===== config.mk =====
export PLATFORM = sky130hd
export DESIGN_NAME = ir_remote_rgb_dimmer_control_core
export DESIGN_NICKNAME = d
export VERILOG_FILES = /design/src/sv/irdim_pkg.sv /design/src/sv/ir_remote_rgb_dimmer_control_core.sv
export VERILOG_INCLUDE_DIRS = /design/src /design/src/sv
export SDC_FILE = /design/constraint.sdc
export NUM_CORES = 2
export LEC_CHECK = 0
export BUFFER_PORTS_ARGS = -buffer_cell sky130_fd_sc_hd__buf_2
export CAP_MARGIN = 20
export CORE_ASPECT_RATIO = 0.7
export CORE_MARGIN = 3
export CORE_UTILIZATION = 51
export CTS_CLUSTER_SIZE = 30
export DETAILED_ROUTE_END_ITERATION = 16
export GPL_TIMING_DRIVEN = 0
export PLACE_DENSITY_LB_ADDON = 0.12
export SYNTH_ARGS = -nofsm -noshare
export SYNTH_HDL_FRONTEND = slang
export SYNTH_SLANG_ARGS = --single-unit

===== constraint.sdc =====
create_clock -name clk -period 17.5 [get_ports clk]
set_input_delay 5.25 -clock clk [delete_from_list [all_inputs] [get_ports clk]]
set_output_delay 5.25 -clock clk [all_outputs]
set_load 0.02 [all_outputs]

===== src/sv/ir_remote_rgb_dimmer_control_core_defines.svh =====
// Assertion macros shared by the IR dimmer control RTL
`ifndef IR_REMOTE_RGB_DIMMER_CONTROL_CORE_DEFINES_SVH
`define IR_REMOTE_RGB_DIMMER_CONTROL_CORE_DEFINES_SVH

// Same-cycle implication, sampled on clk, off while rst is high
`define IRDIM_ASSERT_IMPL(label, ante, cons) \
  label: assert property (@(posedge clk) disable iff (rst) (ante) |-> (cons)) \
    else $error("irdim assertion failed");

// Next-cycle implication, sampled on clk, off while rst is high
`define IRDIM_ASSERT_NEXT(label, ante, cons) \
  label: assert property (@(posedge clk) disable iff (rst) (ante) |=> (cons)) \
    else $error("irdim assertion failed");

`endif


===== src/sv/irdim_pkg.sv =====
// Types and constants for the IR remote dimmer control block
`default_nettype none
package irdim_pkg;

  // Configuration register indexes
  typedef enum logic [2:0] {
    REG_CODE_POWER    = 3'd0,
    REG_CODE_PLUS     = 3'd1,
    REG_CODE_MINUS    = 3'd2,
    REG_CODE_NEXT     = 3'd3,
    REG_CODE_PREVIOUS = 3'd4,
    REG_HOLD_INTERVAL = 3'd5,
    REG_STEP_RATIO    = 3'd6,
    REG_MAX_LEVEL     = 3'd7
  } cfg_reg_t;

  // Hold acceleration: one extra step unit per 100 ms held, step capped
  localparam int unsigned HOLD_UNIT_MS  = 100;
  localparam int unsigned HOLD_STEP_CAP = 300;
  // Beyond this hold time the step is always at the cap (ratio >= 1)
  localparam int unsigned HOLD_SAT_MS   = HOLD_UNIT_MS * HOLD_STEP_CAP;
  // held/100 for held < 30000: (held * 5243) >> 19 is exact
  localparam int unsigned RECIP_SHIFT   = 19;
  localparam int unsigned RECIP_MUL     = ((1 << RECIP_SHIFT) / HOLD_UNIT_MS) + 1;

  // Register reset values
  localparam logic [31:0] RST_CODE_POWER    = 32'd0;
  localparam logic [31:0] RST_CODE_PLUS     = 32'd1;
  localparam logic [31:0] RST_CODE_MINUS    = 32'd2;
  localparam logic [31:0] RST_CODE_NEXT     = 32'd3;
  localparam logic [31:0] RST_CODE_PREVIOUS = 32'd4;
  localparam logic [15:0] RST_HOLD_INTERVAL = 16'd100;
  localparam logic [8:0]  RST_STEP_RATIO    = 9'd1;
  localparam logic [15:0] RST_MAX_LEVEL     = 16'd1023;

endpackage
`default_nettype wire


===== src/sv/ir_remote_rgb_dimmer_control_core.sv =====
// IR remote dimmer control: three-level pipeline plus state/output register
//
//   channel | handshake          | payload
//   --------+--------------------+-------------------------------------------
//   in      | in_valid/in_stall  | button_code, is_repeat, now_ms
//   out     | out_valid/out_stall| level_red, level_green, level_blue,
//           |                    | selected_channel
//   cfg     | cfg_write          | cfg_index, cfg_data
//
// One word per cycle sustained while out_stall stays low; an accepted word passes
// through the stage 1, 2 and 3 registers and then the state registers.
// Stage 1 forms the hold time, stage 2 divides it by 100 (reciprocal multiply),
// stage 3 forms the hold step (multiply and cap), stage 4 updates the state,
// whose registers are the result word.
// Synchronous active-high reset; no clearing pass. A stalled result holds the
// pipeline only as far back as its stages are full.
`default_nettype none
module ir_remote_rgb_dimmer_control_core
  import irdim_pkg::*;
#(
  parameter int NUM_CHANNELS = 3,
  parameter int MIN_LEVEL    = 0
) (
  input  wire logic        clk,
  input  wire logic        rst,
  // input channel
  input  wire logic        in_valid,
  output logic             in_stall,
  input  wire logic [31:0] button_code,
  input  wire logic        is_repeat,
  input  wire logic [31:0] now_ms,
  // output channel
  output logic             out_valid,
  input  wire logic        out_stall,
  output logic [15:0]      level_red,
  output logic [15:0]      level_green,
  output logic [15:0]      level_blue,
  output logic [1:0]       selected_channel,
  // configuration
  input  wire logic        cfg_write,
  input  wire logic [2:0]  cfg_index,
  input  wire logic [31:0] cfg_data
);

`include "ir_remote_rgb_dimmer_control_core_defines.svh"

  localparam logic [1:0]  TOP_CHAN = 2'(NUM_CHANNELS - 1);
  localparam logic [15:0] MIN_LVL  = 16'(MIN_LEVEL);

  // configuration registers
  logic [31:0] code_power, code_plus, code_minus, code_next, code_previous;
  logic [15:0] hold_interval_ms;
  logic [8:0]  step_ratio;
  logic [15:0] max_level;

  always_ff @(posedge clk) begin
    if (rst) begin
      code_power       <= RST_CODE_POWER;
      code_plus        <= RST_CODE_PLUS;
      code_minus       <= RST_CODE_MINUS;
      code_next        <= RST_CODE_NEXT;
      code_previous    <= RST_CODE_PREVIOUS;
      hold_interval_ms <= RST_HOLD_INTERVAL;
      step_ratio       <= RST_STEP_RATIO;
      max_level        <= RST_MAX_LEVEL;
    end else if (cfg_write) begin
      unique case (cfg_reg_t'(cfg_index))
        REG_CODE_POWER:    code_power       <= cfg_data;
        REG_CODE_PLUS:     code_plus        <= cfg_data;
        REG_CODE_MINUS:    code_minus       <= cfg_data;
        REG_CODE_NEXT:     code_next        <= cfg_data;
        REG_CODE_PREVIOUS: code_previous    <= cfg_data;
        REG_HOLD_INTERVAL: hold_interval_ms <= cfg_data[15:0];
        REG_STEP_RATIO:    step_ratio       <= cfg_data[8:0];
        REG_MAX_LEVEL:     max_level        <= cfg_data[15:0];
        default: ;
      endcase
    end
  end

  // stage valids and per-stage ready chain
  logic v1, v2, v3;
  logic rdy1, rdy2, rdy3, rdy4;
  logic accept, fire2, fire3, fire4;

  assign rdy4     = !out_valid || !out_stall;
  assign rdy3     = !v3 || rdy4;
  assign rdy2     = !v2 || rdy3;
  assign rdy1     = !v1 || rdy2;
  assign in_stall = !rdy1;
  assign accept   = in_valid && rdy1;
  assign fire2    = v1 && rdy2;
  assign fire3    = v2 && rdy3;
  assign fire4    = v3 && rdy4;

  always_ff @(posedge clk) begin
    if (rst) begin
      v1        <= 1'b0;
      v2        <= 1'b0;
      v3        <= 1'b0;
      out_valid <= 1'b0;
    end else begin
      v1        <= accept || (v1 && !fire2);
      v2        <= fire2  || (v2 && !fire3);
      v3        <= fire3  || (v3 && !fire4);
      out_valid <= fire4  || (out_valid && out_stall);
    end
  end

  // press start time follows accepted words in order, so it lives at the input
  logic [31:0] press_start_time;

  always_ff @(posedge clk) begin
    if (rst) begin
      press_start_time <= '0;
    end else if (accept && !is_repeat) begin
      press_start_time <= now_ms;
    end
  end

  // stage 1: capture word and hold time
  logic [31:0] s1_code, s1_now, s1_held;
  logic        s1_rep;

  always_ff @(posedge clk) begin
    if (accept) begin
      s1_code <= button_code;
      s1_rep  <= is_repeat;
      s1_now  <= now_ms;
      s1_held <= now_ms - press_start_time;
    end
  end

  // stage 2: held / 100, saturated where the step is capped anyway
  logic [27:0] recip_prod;
  logic [8:0]  q_next;
  logic [31:0] s2_code, s2_now;
  logic        s2_rep;
  logic [8:0]  s2_q;

  assign recip_prod = 28'(s1_held[14:0]) * 28'(RECIP_MUL);
  assign q_next     = (s1_held >= 32'(HOLD_SAT_MS)) ? 9'(HOLD_STEP_CAP)
                                                    : recip_prod[27:19];

  always_ff @(posedge clk) begin
    if (fire2) begin
      s2_code <= s1_code;
      s2_rep  <= s1_rep;
      s2_now  <= s1_now;
      s2_q    <= q_next;
    end
  end

  // stage 3: hold step = (1 + q) * ratio, capped
  logic [18:0] hold_prod;
  logic [8:0]  hstep_next;
  logic [31:0] s3_code, s3_now;
  logic        s3_rep;
  logic [8:0]  s3_hstep;

  assign hold_prod  = 19'(10'(s2_q) + 10'd1) * 19'(step_ratio);
  assign hstep_next = (hold_prod > 19'(HOLD_STEP_CAP)) ? 9'(HOLD_STEP_CAP)
                                                       : hold_prod[8:0];

  always_ff @(posedge clk) begin
    if (fire3) begin
      s3_code  <= s2_code;
      s3_rep   <= s2_rep;
      s3_now   <= s2_now;
      s3_hstep <= hstep_next;
    end
  end

  // stage 4: state update; the state registers form the result word
  logic [15:0] levels [3];
  logic [1:0]  cur_chan;
  logic [31:0] last_button, last_step_time;

  logic [15:0] levels_next [3];
  logic [1:0]  cur_chan_next;
  logic [31:0] last_button_next, last_step_time_next;

  logic [15:0] lvl, lvl_up, lvl_down;
  logic [8:0]  step_use;
  logic [16:0] up_sum, down_floor;
  logic        rep_plus, rep_minus, rep_due;

  always_comb begin
    case (cur_chan)
      2'd1:    lvl = levels[1];
      2'd2:    lvl = levels[2];
      default: lvl = levels[0];
    endcase
  end

  assign step_use   = s3_rep ? s3_hstep : step_ratio;
  assign up_sum     = 17'(lvl) + 17'(step_use);
  assign lvl_up     = (up_sum < 17'(max_level)) ? up_sum[15:0] : max_level;
  assign down_floor = 17'(MIN_LVL) + 17'(step_use);
  assign lvl_down   = (17'(lvl) < down_floor) ? MIN_LVL : lvl - 16'(step_use);

  assign rep_plus  = (last_button == code_plus);
  assign rep_minus = !rep_plus && (last_button == code_minus);
  assign rep_due   = ((s3_now - last_step_time) >= 32'(hold_interval_ms));

  always_comb begin
    levels_next         = levels;
    cur_chan_next       = cur_chan;
    last_button_next    = last_button;
    last_step_time_next = last_step_time;
    if (fire4) begin
      if (s3_rep) begin
        // held plus/minus, paced by the hold interval
        if ((rep_plus || rep_minus) && rep_due) begin
          levels_next[cur_chan] = rep_plus ? lvl_up : lvl_down;
          last_step_time_next   = s3_now;
        end
      end else begin
        // new press; first matching code wins
        last_button_next    = s3_code;
        last_step_time_next = s3_now;
        if (s3_code == code_power) begin
          for (int i = 0; i < 3; i++) begin
            if (i < NUM_CHANNELS) levels_next[i] = '0;
          end
        end else if (s3_code == code_plus) begin
          if (lvl < max_level) levels_next[cur_chan] = lvl_up;
        end else if (s3_code == code_minus) begin
          if (lvl > MIN_LVL) levels_next[cur_chan] = lvl_down;
        end else if (s3_code == code_next) begin
          cur_chan_next = (cur_chan >= TOP_CHAN) ? 2'd0 : cur_chan + 2'd1;
        end else if (s3_code == code_previous) begin
          cur_chan_next = (cur_chan == 2'd0) ? TOP_CHAN : cur_chan - 2'd1;
        end
      end
    end
  end

  always_ff @(posedge clk) begin
    if (rst) begin
      levels         <= '{default: '0};
      cur_chan       <= '0;
      last_button    <= '0;
      last_step_time <= '0;
    end else begin
      levels         <= levels_next;
      cur_chan       <= cur_chan_next;
      last_button    <= last_button_next;
      last_step_time <= last_step_time_next;
    end
  end

  assign level_red        = levels[0];
  assign level_green      = levels[1];
  assign level_blue       = levels[2];
  assign selected_channel = cur_chan;

  // checks
  `IRDIM_ASSERT_IMPL(a_chan_in_range, 1'b1, cur_chan <= TOP_CHAN)
  `IRDIM_ASSERT_IMPL(a_empty_pipe_takes_word, !v1, !in_stall)
  `IRDIM_ASSERT_NEXT(a_update_gives_result, fire4, out_valid)
  `IRDIM_ASSERT_IMPL(a_unused_chan_zero, NUM_CHANNELS < 3, levels[2] == 16'd0)

endmodule
`default_nettype wire

Word level (Yosys, flattened, before mapping)
Index checks and enable logic that the tools add are counted.

word-level totals
  word-level logic and storage cells = 145
  output and inout bits = 52
  input bits = 105
  register bits after elaboration = 596

operators by class
  multipliers = 2
  bitwise gates (word level) = 5
  multiplexer cells = 23
  magnitude comparators = 10
  reductions and logical operators = 49
  eq/ne operators = 18
  $add $sub $neg = 7

operator list
  kind                      count
  $mux W48                  7
  $eq A32 B32 Y1            7
  $bwmux W48                3
  $mux W16                  4
  $mux W32                  2
  $sub A32 B32 Y32          2
  $demux W16 S2             1
  $ge A32 B15 Y1 const B    1
  $ge A32 B16 Y1            1
  $pmux W16 S2              1
  $mul A15 B13 Y28 const B  1
  $reduce_and A2 Y1         10
  $gt A19 B9 Y1 const B     1
  $mul A10 B9 Y19           1
  $add A16 B9 Y17           1
  $lt A17 B16 Y1            1
  $gt A16 B1 Y1 const B     1
  $lt A16 B16 Y1            1
  $lt A16 B9 Y1             1
  $sub A16 B9 Y16           1
  $eq A3 B3 Y1 const B      4
  $logic_and A1 B1 Y1       12
  $logic_not A1 Y1          11
  $add A9 B1 Y10 const B    1
  22 further kinds          38

Depth between registers and ports, before layout
  depth in word-level cells = 11
  gate-level depth with buffers = 25
  gate-level depth less buffers = 23

Worst setup path after synthesis
Ideal clock, no wire load.

  path kind = in2reg
  start = input out_stall
  end = register s2_code[0] (enable)
  path slack = 6.037 ns
  data arrival time = 10.844 ns
  path buffers = 0
  stages = 2
  setup time = 0.619 ns
  data required time = 16.881 ns
  path through = and3_1 -> a21boi_0

on the way
  longest elaborated chain between the ends = 5

RTL lines
  what                  line                                      text
  from (decl)           ir_remote_rgb_dimmer_control_core.sv:34   input wire logic out_stall,
  $logic_not A1 Y1      ir_remote_rgb_dimmer_control_core.sv:86   assign rdy4 = !out_valid || !out_stall;
  $logic_or A1 B1 Y1    ir_remote_rgb_dimmer_control_core.sv:86
  $logic_or A1 B1 Y1    ir_remote_rgb_dimmer_control_core.sv:87   assign rdy3 = !v3 || rdy4;
  $logic_or A1 B1 Y1    ir_remote_rgb_dimmer_control_core.sv:88   assign rdy2 = !v2 || rdy3;
  $logic_and A1 B1 Y1   ir_remote_rgb_dimmer_control_core.sv:92   assign fire2 = v1 && rdy2;
  named net fire2       ir_remote_rgb_dimmer_control_core.sv:84   logic accept, fire2, fire3, fire4;
  to (signal assigned)  ir_remote_rgb_dimmer_control_core.sv:147  s2_code <= s1_code;
  to (decl)             ir_remote_rgb_dimmer_control_core.sv:137  logic [31:0] s2_code, s2_now;

The timed path passes the listed nets, and every way through them passes these cells.
A chain may end at the register's enable or synchronous reset.

Worst setup path after layout
  start = input out_stall
  end = output in_stall

on the way
  longest elaborated chain between the ends = 6

RTL lines
  what                line                                     text
  $logic_not A1 Y1    ir_remote_rgb_dimmer_control_core.sv:86
  $logic_or A1 B1 Y1  ir_remote_rgb_dimmer_control_core.sv:86
  $logic_or A1 B1 Y1  ir_remote_rgb_dimmer_control_core.sv:87
  $logic_or A1 B1 Y1  ir_remote_rgb_dimmer_control_core.sv:88
  $logic_or A1 B1 Y1  ir_remote_rgb_dimmer_control_core.sv:89  assign rdy1 = !v1 || rdy2;
  $logic_not A1 Y1    ir_remote_rgb_dimmer_control_core.sv:90  assign in_stall = !rdy1;
  to (decl)           ir_remote_rgb_dimmer_control_core.sv:28  output logic in_stall,

No other way between the ends.

==> key figures <==
Status
  – Status: completed

Global route
  – Initial antenna violation count: 5
  – Vias in the first global route: 25193
  – First-pass GRT wire length: 154 mm
  – GRT Total Usage: 0.277
  – Largest net degree at the start of global routing: 33
  – Grt total ovfl: 0

Setup path
  – Worst Path Required: 12.25 ns
  – Buf+Inv Stages, Crit Path: 3
  – Reg2reg start: s2_q[0]
  – Worst path slowest cell: and3_1
  – CP Data Arrival Time: 6.38 ns
  – WS Path Type: in -> out
  – Slowest stage delay, CP: 0.35 ns
  – CP most frequent cell: buf_2
  – Critical-path maximum fanout: 5
  – Worst reg2reg path endpoint: s3_hstep[5]
  – Worst setup SP type: input port
  – Critical Path Sink Type: primary output
  – Reg2reg setup slack: 9.74 ns
  – Worst R2R Path Depth: 22
  – Critical path cell sequence: buf_2 > and3_1 > nand3_1 > inv_1 > buf_2
  – Cell family with most CP delay: buffers and inverters

Logic synthesis
  – Cell count after synthesis: 3736
  – Post-synth EDFFs: 245
  – Top cells by area, synth: edfxtp_1 (21%), dfxtp_1 (20%), ha_1 (9.8%)
  – Synthesized flop and latch total: 596
  – Synth Cell Area: 0.0354 sq mm
  – Adder-Cell Fraction of Synth Area: 0.172
  – Largest family of logic cells by synthesized area: adder cells
  – Netlist cell types: 82
  – Yosys warnings: 0
  – Post-synth top cells: nand2_1 (642), a21oi_1 (361), dfxtp_1 (351)
  – Top-count cell post-synth: nand2_1
  – Mapped Avg Cell Area: 9.47 sq um
  – Compound-Gate Fraction of Synth Area: 0.127
  – Area share of the largest cell type after synthesis: 0.208
  – Syn_nets: 4248
  – Multiplexer share of the synthesized area: 0.0103
  – Top_reg_cell synth: dfxtp_1
  – Synth Area in XOR/XNOR: 0.0773
  – Post-Synth Simple-Gate Area: 0.151
  – Post-synthesis async set-or-reset flop share: 0
  – Largest area contributor in the netlist: edfxtp_1
  – Seq/Total Area, Yosys: 0.407

STA
  – Setup Viol. Count Final: 0
  – Hold Slack: 0.395 ns
  – Post-route clock period utilization: 0.665
  – Slew Limit Fails: 0
  – Min Clock Period, post-route: 11.63 ns
  – Normalized max-slew margin: 0.283
  – RSZ-0062 raised after global routing: no
  – FMAX: 0.0860 GHz
  – Setup TNS: 0 ns
  – Fin. Hold Viols: 0
  – Tightest Pin Transition: 1.07 ns
  – Final Skew: 0.0428 ns

Die
  – Die height: 226 microns
  – Die width: 321 microns
  – Starting Density: 0.517
  – Row Count: 80
  – Placeable Area: 0.0684 sq mm
  – Boundary Pins: 157
  – Total die area: 0.0726 sq mm

Final layout
  – Multi-input gate area: 0.0190 sq mm
  – Layout cells sized above 1: 0.0778
  – Util after Layout: 0.576
  – Area growth from synthesis to layout: 11.3%
  – Final Cell Area: 0.0394 sq mm
  – Nets: 4461
  – Inserted Diodes: 0
  – Register area: 0.0144 sq mm
  – FILL cells: 6189

Clocking
  – Hold_buf cts: 0
  – Root Driver: clkbuf_16
  – CTS tree: yes
  – CTS Buf Count: 58
  – # H-tree levels: 2
  – Setup Buffers After CTS: 0
  – Clk slew on worst S/H paths: 0.07 ns
  – # resized after CTS: 0
  – Skew-Pair Late Insertion Delay: 0.67 ns
  – Sink Count: 596
  – Max Buffers Root-to-Sink: 3

Min path
  – Worst hold path type: reg -> reg
  – WHS Endpoint: s3_code[11]
  – Min-Delay Startpoint: s2_code[11]
  – Hold path cells: 0

Drt
  – Avg Vias per Cell: 5.60
  – Post-DRT Antenna Nets: 0
  – # DRC: 0
  – Final Routed Wirelength: 101 mm
  – Routed vias: 27451
  – WL/cell: 20.6 microns
  – Drt initial violations: 2873
  – TritonRoute pass-1 iters: 6

Place
  – Placed inst area: 0.0374 sq mm
  – Hpwl dp: 78.3 mm
  – RePlAce Congestion: 0.982
  – I/O Buffers: 144

Flow run
  – Max-cap viol count: 0

Power
  – Leakage: 16.2 nW
  – Peak VDD IR: 0.000120 V
  – Pwr per Cell Area: 101 mW/mm^2
[cell families (layout without fill, tap and decap cells)]
| group | Yosys count | in the layout |
|---|---|---|
| buffers and inverters | 519 | 782 |
| flip-flops | 596 | 596 |
| AND/OR/NAND/NOR | 1146 | 1146 |
| XOR/XNOR | 312 | 312 |
| AO/OA/AOI/OAI | 721 | 721 |
| adder cells (fa/ha/maj) | 407 | 407 |
| multiplexers | 35 | 35 |
[routing by layer]
metal / GRT usage / vias up / part of all wire
li1: - / 13184 / -
met1: 0.446 / 13101 / 0.50
met2: 0.378 / 1031 / 0.39
met3: 0.0581 / 125 / 0.094
met4: 0.0554 / 10 / 0.018
met5: 0 / - / 0.00067
[per-stage QoR]
stage	worst slack [ns]	power, mW	std cells
floorplan	6.04	2.39	3736
global placement	2.64	2.66	4782
detailed placement	5.90	2.68	4791
CTS	5.89	3.99	4901
global route	5.79	4.25	4901
finish	5.87	3.96	4901
[flip-flops by register name, summed over array words and instances (netlist names), 16 cells and up]
register,count
s1_held,32
hold_interval_ms,16
level_red,16
s1_code,32
s1_now,32
last_button,32
code_plus,32
code_power,32
level_green,16
s3_now,32
s3_code,32
code_minus,32
press_start_time,32
last_step_time,32
code_next,32
s2_now,32
level_blue,16
max_level,16
s2_code,32
code_previous,32
[worst max path at each step]
| stage | depth (start not counted) | end | from | slack (ns) |
|---|---|---|---|---|
| floorplan | 2 | s2_code[0] | out_stall | 6.04 |
| detailed placement | 5 | in_stall | out_stall | 5.90 |
| global route | 5 | in_stall | out_stall | 5.79 |
| CTS | 5 | in_stall | out_stall | 5.89 |
| global placement | 3 | s2_code[17] | out_stall | 2.64 |
| finish | 5 | in_stall | out_stall | 5.87 |
[layout make-up]
type | instances | area share
Clock buffer | 81 | 0.0415
Inverter | 335 | 0.0319
Tap cell | 902 | 0.0287
Sequential cell | 596 | 0.365
Timing Repair Buffer | 153 | 0.0224
Multi-Input combinational cell | 2621 | 0.483
Clock inverter | 29 | 0.00868
Buffer | 184 | 0.0185
[cells in the final DEF (no fill, tap or decap), types with 13 or more instances in the layout]
master / instances
clkbuf_1: 168
buf_2: 156
dfxtp_1: 351
nor4_1: 52
o22ai_1: 14
a22o_1: 25
and3_1: 14
a211oi_1: 13
nand4b_1: 33
nand2_1: 642
nand2b_1: 26
nor2_1: 131
nand3_1: 35
a21oi_1: 361
nand4_1: 49
a21o_1: 41
o21ai_0: 67
ha_1: 277
nand3b_1: 19
fa_1: 130
o21a_1: 26
a22oi_1: 18
xnor2_1: 161
o31ai_1: 35
edfxtp_1: 245
nor2b_1: 23
clkbuf_16: 59
inv_1: 335
mux2i_1: 25
clkinv_2: 13
nor3_1: 30
a32o_1: 13
a31oi_1: 14
o2bb2ai_1: 13
xor2_1: 151
and2_1: 50
[where the power goes]
| part | leakage (nW) | switching [mW] | internal, mW |
|---|---|---|---|
| Clock | 0.978 | 0.575 | 0.732 |
| Sequential | 5.15 | 0.0334 | 1.50 |
| Combinational | 10.1 | 0.641 | 0.482 |
| Total | 16.2 | 1.25 | 2.71 |
Note: power is estimated with default switching activity, not from simulation.
